## src/ogtd_pkg.sv

```systemverilog
// Shared types, constants and helper functions for the oversampled GCR telemetry decoder.
package ogtd_pkg;

    // Field widths
    localparam int WORD_W     = 32;
    localparam int VALUE_W    = 12;
    localparam int SHIFT_W    = 20;
    localparam int CNT_W      = 7;
    localparam int BIT_CNT_W  = 6;
    localparam int FRAME_BITS = 21;

    // Defaults for the top-level parameters
    localparam int OVERSAMPLE_DEF  = 3;
    localparam int MAX_SAMPLES_DEF = 66;

    localparam logic [WORD_W-1:0] LINE_MASK_RST = 32'h0000_0001;

    // Input word: one sampled port word
    typedef struct packed {
        logic [WORD_W-1:0] sample_word;
        logic              is_last;
    } t_in_word;

    // Output word: decoded payload or error
    typedef struct packed {
        logic [VALUE_W-1:0] telemetry_value;
        logic               frame_error;
    } t_out_word;

    // Shift in n bits (n >= 1): a one followed by n-1 zeros, MSB first
    function automatic logic [SHIFT_W-1:0] push_bits(input logic [SHIFT_W-1:0] sv,
                                                     input logic [CNT_W-1:0]   n);
        logic [SHIFT_W-1:0] v;
        v = sv << n;
        if ((n != '0) && (n <= CNT_W'(SHIFT_W))) begin
            v = v | (SHIFT_W'(1) << (n - CNT_W'(1)));
        end
        return v;
    endfunction

    // GCR quintet to nibble; codes that are not symbols give zero
    function automatic logic [3:0] gcr_nibble(input logic [4:0] q);
        logic [3:0] d;
        case (q)
            5'h09:   d = 4'h9;
            5'h0a:   d = 4'ha;
            5'h0b:   d = 4'hb;
            5'h0d:   d = 4'hd;
            5'h0e:   d = 4'he;
            5'h0f:   d = 4'hf;
            5'h12:   d = 4'h2;
            5'h13:   d = 4'h3;
            5'h15:   d = 4'h5;
            5'h16:   d = 4'h6;
            5'h17:   d = 4'h7;
            5'h1a:   d = 4'h8;
            5'h1b:   d = 4'h1;
            5'h1d:   d = 4'h4;
            5'h1e:   d = 4'hc;
            default: d = 4'h0;
        endcase
        return d;
    endfunction

endpackage

```

## src/oversampled_gcr_telemetry_decoder.sv

```systemverilog
// Top level of the oversampled GCR telemetry decoder.
//
//  channel   direction  handshake                 payload
//  in        input      i_in_valid / o_in_ready   i_in_word  (t_in_word)
//  out       output     o_out_valid / i_out_ready o_out_word (t_out_word)
//  cfg       input      i_cfg_valid / o_cfg_ready i_cfg_data (line mask)
//
// One word per cycle while not stalled: a word is held in the input register, then
// the run tracker and, on the last word, the GCR decoder update the result register.
// A held result stalls the input register only when it carries a last word;
// other words keep flowing.
// Synchronous active-low reset clears the frame state and sets the mask to one.
module oversampled_gcr_telemetry_decoder
    import ogtd_pkg::*;
#(
    parameter int OVERSAMPLE  = OVERSAMPLE_DEF,
    parameter int MAX_SAMPLES = MAX_SAMPLES_DEF
) (
    input  logic              i_clk,
    input  logic              i_rst_n,
    input  logic              i_in_valid,
    output logic              o_in_ready,
    input  t_in_word          i_in_word,
    output logic              o_out_valid,
    input  logic              i_out_ready,
    output t_out_word         o_out_word,
    input  logic              i_cfg_valid,
    output logic              o_cfg_ready,
    input  logic [WORD_W-1:0] i_cfg_data
);

    localparam logic [CNT_W-1:0]     MaxSamples = CNT_W'(MAX_SAMPLES);
    localparam logic [CNT_W:0]       HalfOs     = (CNT_W+1)'(OVERSAMPLE / 2);
    // Reciprocal of the oversampling ratio, rounded up, scaled by 2^16
    localparam logic [16:0]          DivRecip   = 17'(((1 << 16) + OVERSAMPLE - 1) / OVERSAMPLE);
    localparam logic [BIT_CNT_W-1:0] FrameBits  = BIT_CNT_W'(FRAME_BITS);
    localparam logic [BIT_CNT_W:0]   BitsMax    = {1'b0, {BIT_CNT_W{1'b1}}};

    logic [WORD_W-1:0]    r_line_mask;
    logic                 r_in_valid;
    logic [WORD_W-1:0]    r_word;
    logic                 r_last;

    logic                 r_started;
    logic [WORD_W-1:0]    r_last_level;
    logic [CNT_W-1:0]     r_run_length;
    logic [CNT_W-1:0]     r_samples_used;
    logic [BIT_CNT_W-1:0] r_bit_count;
    logic [SHIFT_W-1:0]   r_shift_value;

    logic                 r_out_valid;
    t_out_word            r_out_word;

    logic                 advance;
    logic                 n_started;
    logic [WORD_W-1:0]    n_last_level;
    logic [CNT_W-1:0]     n_run_length;
    logic [CNT_W-1:0]     n_samples_used;
    logic [BIT_CNT_W-1:0] n_bit_count;
    logic [SHIFT_W-1:0]   n_shift_value;
    t_out_word            n_out_word;

    logic [CNT_W-1:0]     run_inc;
    logic [CNT_W:0]       run_sum;
    logic [CNT_W+17:0]    run_prod;
    logic [CNT_W-1:0]     run_bits;
    logic [BIT_CNT_W:0]   bit_sum;
    logic [SHIFT_W-1:0]   padded;
    logic [BIT_CNT_W-1:0] pad;
    logic [15:0]          digits;
    logic [7:0]           cs8;
    logic [3:0]           cs4;

    // Advance the held word unless a last word meets a stalled result
    assign advance     = r_in_valid && (!r_last || !r_out_valid || i_out_ready);
    assign o_in_ready  = !r_in_valid || advance;
    assign o_cfg_ready = 1'b1;
    assign o_out_valid = r_out_valid;
    assign o_out_word  = r_out_word;

    // Configuration register
    always_ff @(posedge i_clk) begin
        if (!i_rst_n) begin
            r_line_mask <= LINE_MASK_RST;
        end else if (i_cfg_valid) begin
            r_line_mask <= i_cfg_data;
        end
    end

    // Input register: masked word and last flag
    always_ff @(posedge i_clk) begin
        if (!i_rst_n) begin
            r_in_valid <= 1'b0;
        end else if (o_in_ready) begin
            r_in_valid <= i_in_valid;
        end
    end

    always_ff @(posedge i_clk) begin
        if (o_in_ready && i_in_valid) begin
            r_word <= i_in_word.sample_word & r_line_mask;
            r_last <= i_in_word.is_last;
        end
    end

    // Track runs between level changes and build the shift value
    always_comb begin
        n_started      = r_started;
        n_last_level   = r_last_level;
        n_run_length   = r_run_length;
        n_samples_used = r_samples_used;
        n_bit_count    = r_bit_count;
        n_shift_value  = r_shift_value;
        run_inc        = r_run_length + CNT_W'(1);
        // Round the run length to bits with a reciprocal multiply
        run_sum        = {1'b0, run_inc} + HalfOs;
        run_prod       = {{17{1'b0}}, run_sum} * {{(CNT_W+1){1'b0}}, DivRecip};
        run_bits       = run_prod[CNT_W+15:16];
        bit_sum        = {1'b0, r_bit_count} + {1'b0, run_bits[BIT_CNT_W-1:0]};
        if (run_bits > CNT_W'(BitsMax)) begin
            bit_sum = BitsMax;
        end
        if (!r_started) begin
            if (r_word == '0) begin
                n_started      = 1'b1;
                n_last_level   = '0;
                n_run_length   = '0;
                n_samples_used = CNT_W'(1);
            end
        end else if (r_samples_used < MaxSamples) begin
            n_samples_used = r_samples_used + CNT_W'(1);
            n_run_length   = run_inc;
            if (r_word != r_last_level) begin
                if (run_bits != '0) begin
                    n_shift_value = push_bits(r_shift_value, run_bits);
                    n_bit_count   = (bit_sum > BitsMax) ? BitsMax[BIT_CNT_W-1:0]
                                                        : bit_sum[BIT_CNT_W-1:0];
                end
                n_last_level = r_word;
                n_run_length = '0;
            end
        end
    end

    // Pad to a full frame, decode four quintets and check the nibble xor
    always_comb begin
        pad    = FrameBits - n_bit_count;
        padded = n_shift_value;
        if (pad != '0) begin
            padded = push_bits(n_shift_value, CNT_W'(pad));
        end
        digits = {gcr_nibble(padded[19:15]), gcr_nibble(padded[14:10]),
                  gcr_nibble(padded[9:5]), gcr_nibble(padded[4:0])};
        cs8    = digits[7:0] ^ digits[15:8];
        cs4    = cs8[3:0] ^ cs8[7:4];
        n_out_word.telemetry_value = '0;
        n_out_word.frame_error     = 1'b1;
        if ((n_bit_count <= FrameBits) && (cs4 == 4'hf)) begin
            n_out_word.telemetry_value = digits[15:4];
            n_out_word.frame_error     = 1'b0;
        end
    end

    // Frame state: update on each word, clear after the last one
    always_ff @(posedge i_clk) begin
        if (!i_rst_n) begin
            r_started      <= 1'b0;
            r_last_level   <= '0;
            r_run_length   <= '0;
            r_samples_used <= '0;
            r_bit_count    <= '0;
            r_shift_value  <= '0;
        end else if (advance) begin
            if (r_last) begin
                r_started      <= 1'b0;
                r_last_level   <= '0;
                r_run_length   <= '0;
                r_samples_used <= '0;
                r_bit_count    <= '0;
                r_shift_value  <= '0;
            end else begin
                r_started      <= n_started;
                r_last_level   <= n_last_level;
                r_run_length   <= n_run_length;
                r_samples_used <= n_samples_used;
                r_bit_count    <= n_bit_count;
                r_shift_value  <= n_shift_value;
            end
        end
    end

    // Result register: load on a last word, drop once taken
    always_ff @(posedge i_clk) begin
        if (!i_rst_n) begin
            r_out_valid <= 1'b0;
        end else if (advance && r_last) begin
            r_out_valid <= 1'b1;
        end else if (i_out_ready) begin
            r_out_valid <= 1'b0;
        end
    end

    always_ff @(posedge i_clk) begin
        if (advance && r_last) begin
            r_out_word <= n_out_word;
        end
    end

endmodule
```

## config.mk

```make
export PLATFORM = sky130hd
export DESIGN_NAME = oversampled_gcr_telemetry_decoder
export DESIGN_NICKNAME = d
export VERILOG_FILES = /design/src/ogtd_pkg.sv /design/src/oversampled_gcr_telemetry_decoder.sv
export SDC_FILE = /design/constraint.sdc
export NUM_CORES = 1
export LEC_CHECK = 0
export BUFFER_PORTS_ARGS = -buffer_cell sky130_fd_sc_hd__buf_2
export CAP_MARGIN = 5
export CORE_UTILIZATION = 25
export CTS_BUF_LIST = sky130_fd_sc_hd__clkbuf_16
export CTS_CLUSTER_SIZE = 25
export DETAILED_ROUTE_END_ITERATION = 10
export GPL_TIMING_DRIVEN = 0
export PLACE_DENSITY = 0.42
export RECOVER_POWER = 100
export SETUP_SLACK_MARGIN = 0.1
export SYNTH_ARGS = -nofsm -noshare
export SYNTH_HDL_FRONTEND = slang
export SYNTH_SLANG_ARGS = --single-unit
export TNS_END_PERCENT = 1
```

## constraint.sdc

```tcl
create_clock -name i_clk -period 21.3 [get_ports i_clk]
set_input_delay 1.065 -clock i_clk [delete_from_list [all_inputs] [get_ports i_clk]]
set_output_delay 1.065 -clock i_clk [all_outputs]
set_load 0.02 [all_outputs]
```

==> impl_metrics.json <==
{
  "outcome": "completed",
  "gp_congestion": 0.935,
  "initial_utilization_pct": 25.4,
  "relSlewSlack_pct": 6.94,
  "final_cell_area_mm2": 0.0151,
  "drive_gt1_share_pct": 9.08,
  "worst-path-max-fanout": 11,
  "synth-edff-count": 46,
  "clock_sinks": 153,
  "cts_tree": "yes",
  "hold_path_depth": 2,
  "fin_crit_ps": 15230,
  "yosysMostFrequentCell": "nand2_1",
  "cpMostUsedCell": "clkbuf_1",
  "rows": 84,
  "design.core.area_mm2": 0.0527,
  "io_pins": 86,
  "final_nets": 1859,
  "tns_ps": 0,
  "grt_max_degree": 24,
  "via_per_inst": 5.46,
  "cts-hold-fix-buffers": 0,
  "hp-start": "r_samples_used[6]",
  "setup_violations": 0,
  "cts_resized": 0,
  "clock_latency_ps": 440,
  "endpoint_kind": "flop",
  "drt_iter0_drc": 1129,
  "grt_pass1_vias": 12714,
  "antenna_left": 0,
  "hold_end": "r_samples_used[6]",
  "grt_overflow_total": 0,
  "cp-start-kind": "flop",
  "worstReg2RegEnd": "o_out_word[0]",
  "antenna_found_initial": 0,
  "synth_largest_area_cell": "dfxtp_1",
  "grt_pass1_wl_um": 78300,
  "r2r_start": "r_run_length[0]",
  "synthCells": 1590,
  "vias": 13073,
  "die_w_um": 233,
  "dpl_cell_area_mm2": 0.0147,
  "drv_cap": 0,
  "clockBufferDepth": 2,
  "path_class": "reg2reg",
  "cp_slowest_cell": "nor4b_1",
  "finalPower_mw": 0.653,
  "avgSynthCellArea_um2": 8.40,
  "worstMarginPinSlew_ps": 1390,
  "hold_path.class": "reg2reg",
  "syn-num-nets": 1755,
  "yosys_warnings": 0,
  "clkTransAtPathRegs_ps": 60,
  "ys_seq_area_share_pct": 26.4,
  "cts_buffers": 17,
  "p_per_area_mw_per_mm2": 43.2,
  "min_period_over_period_pct": 71.5,
  "vdd_ir_drop_max_uv": 38.0,
  "die_y_um": 233,
  "portBuffers": 83,
  "first_pass_iters": 7,
  "synth_area_mm2": 0.0134,
  "hpwlAfterDp_um": 40300,
  "cts.repair_timing.setup_buffer_count": 0,
  "rsz0062_at_grt": "no",
  "drc": 0,
  "ctsRootBufferMaster": "clkbuf_16",
  "ys_top_cells_by_area": "dfxtp_1, edfxtp_1, ha_1",
  "area_growth_pct": 13.1,
  "dieArea_mm2": 0.0543,
  "ys_types": 105,
  "ys_async_sr_fraction_pct": 0,
  "worst_clock_skew_ps": 16.0,
  "finalMaxSlewViolations": 0,
  "total_leakage_power_nw": 5.88,
  "routedWlPerCell_um": 21.3,
  "max_freq_mhz": 65.7,
  "final-hold-violation-count": 0,
  "critical_path.max_stage_delay_ps": 940,
  "yosys.area.top_type_share_pct": 16.0,
  "cts_max_level": 4,
  "ys_ff_latch": 153,
  "yosys-top-cells-count": "nand2_1, dfxtp_1, nor2_1",
  "reg2reg_depth": 48,
  "regToRegSetupSlack_ps": 6070,
  "crit_required_ps": 21430,
  "drt-total-wl_um": 51200,
  "arrival_ps": 15360,
  "grt_usage_pct": 18.8,
  "synthFlopType": "dfxtp_1"
}
-- worst max-delay path: cells and delay by family, from the launching register on --
kind / cells / cell delay, ps
fa+ha+maj: 8 / 3020
mux: 1 / 580
flops: 1 / 610
buf+inv: 13 / 3440
compound gates: 12 / 2980
xor+xnor: 3 / 800
simple gates: 11 / 3460
-- logic make-up after synthesis --
| logic type | after synthesis | share of synthesized area [%] |
|---|---|---|
| multiplexers | 70 | 5.40 |
| adder cells (fa/ha/maj) | 95 | 9.80 |
| buffers and inverters | 152 | 4.74 |
| AO/OA/AOI/OAI | 449 | 24.9 |
| other | 1 | 0.0281 |
| AND/OR/NAND/NOR | 593 | 23.0 |
| XOR/XNOR | 77 | 5.73 |
| flip-flops | 153 | 26.4 |
-- placed cells by master, fill, tap and decap left out, types with 58 or more instances in the layout --
master | netlist | layout
nand2_1 | 141 | 141
dfxtp_1 | 107 | 107
nor2_1 | 105 | 105
buf_2 | 23 | 82
o21ai_0 | 77 | 79
ha_1 | 79 | 79
clkbuf_1 | 47 | 78
inv_1 | 61 | 67
mux2i_1 | 62 | 62
nor2b_1 | 59 | 59
a21oi_1 | 57 | 58
-- stage by stage --
stage               hold WS (ps)  util (%)  instances  setup slack (ps)
finish                       468      28.7       2396              6070
global route                 509      28.7       2395              4840
CTS                          472      28.9       2395              7450
detailed placement           456      27.9       2363              7530
global placement             452      27.8       2361              7470
floorplan                    430         -       1590             10360
-- metal layers --
metal / wire, µm / track usage (%) / vias to the layer above / part of all wire, %
met5: 0 / 0 / - / 0
met4: 1470 / 7.01 / 0 / 2.9
met3: 2570 / 2.48 / 85 / 5.0
met2: 22900 / 29.9 / 444 / 45
met1: 24200 / 25.7 / 6385 / 47
li1: - / - / 6159 / -
-- final cells by class --
cell class | count | area [µm²]
Fill cell | 5670 | 37600
Inverter | 68 | 255
Multi-Input combinational cell | 1285 | 9130
Antenna cell | 1 | 2.50
Tap cell | 688 | 861
Clock inverter | 15 | 136
Clock buffer | 17 | 425
Timing Repair Buffer | 85 | 400
Buffer | 84 | 367
Sequential cell | 153 | 3520
-- report_power, final --
group / switching (mW) / internal, mW / total [mW]
Sequential: 0.00654 / 0.308 / 0.314
Clock: 0.126 / 0.171 / 0.296
Combinational: 0.0242 / 0.0178 / 0.0420
Total: 0.156 / 0.496 / 0.653
-- worst max path at each step --
stage	from	to	slack, ps	cells after the start
CTS	r_run_length[0]	o_out_word[7]	7450	40
floorplan	r_run_length[0]	o_out_word[12]	10360	49
finish	r_run_length[0]	o_out_word[0]	6070	48
detailed placement	r_run_length[0]	o_out_word[9]	7530	40
global route	r_run_length[0]	o_out_word[3]	4840	51
global placement	r_run_length[0]	o_out_word[1]	7470	40
-- state kept, by name, indices dropped and copies added (netlist names) --
register / flops
o_out_valid: 1
r_bit_count: 6
r_samples_used: 7
r_last: 1
r_run_length: 7
r_shift_value: 20
o_out_word: 13
r_word: 32
r_line_mask: 32
r_started: 1
r_last_level: 32
r_in_valid: 1
Note: power is estimated with default switching activity, not from simulation.
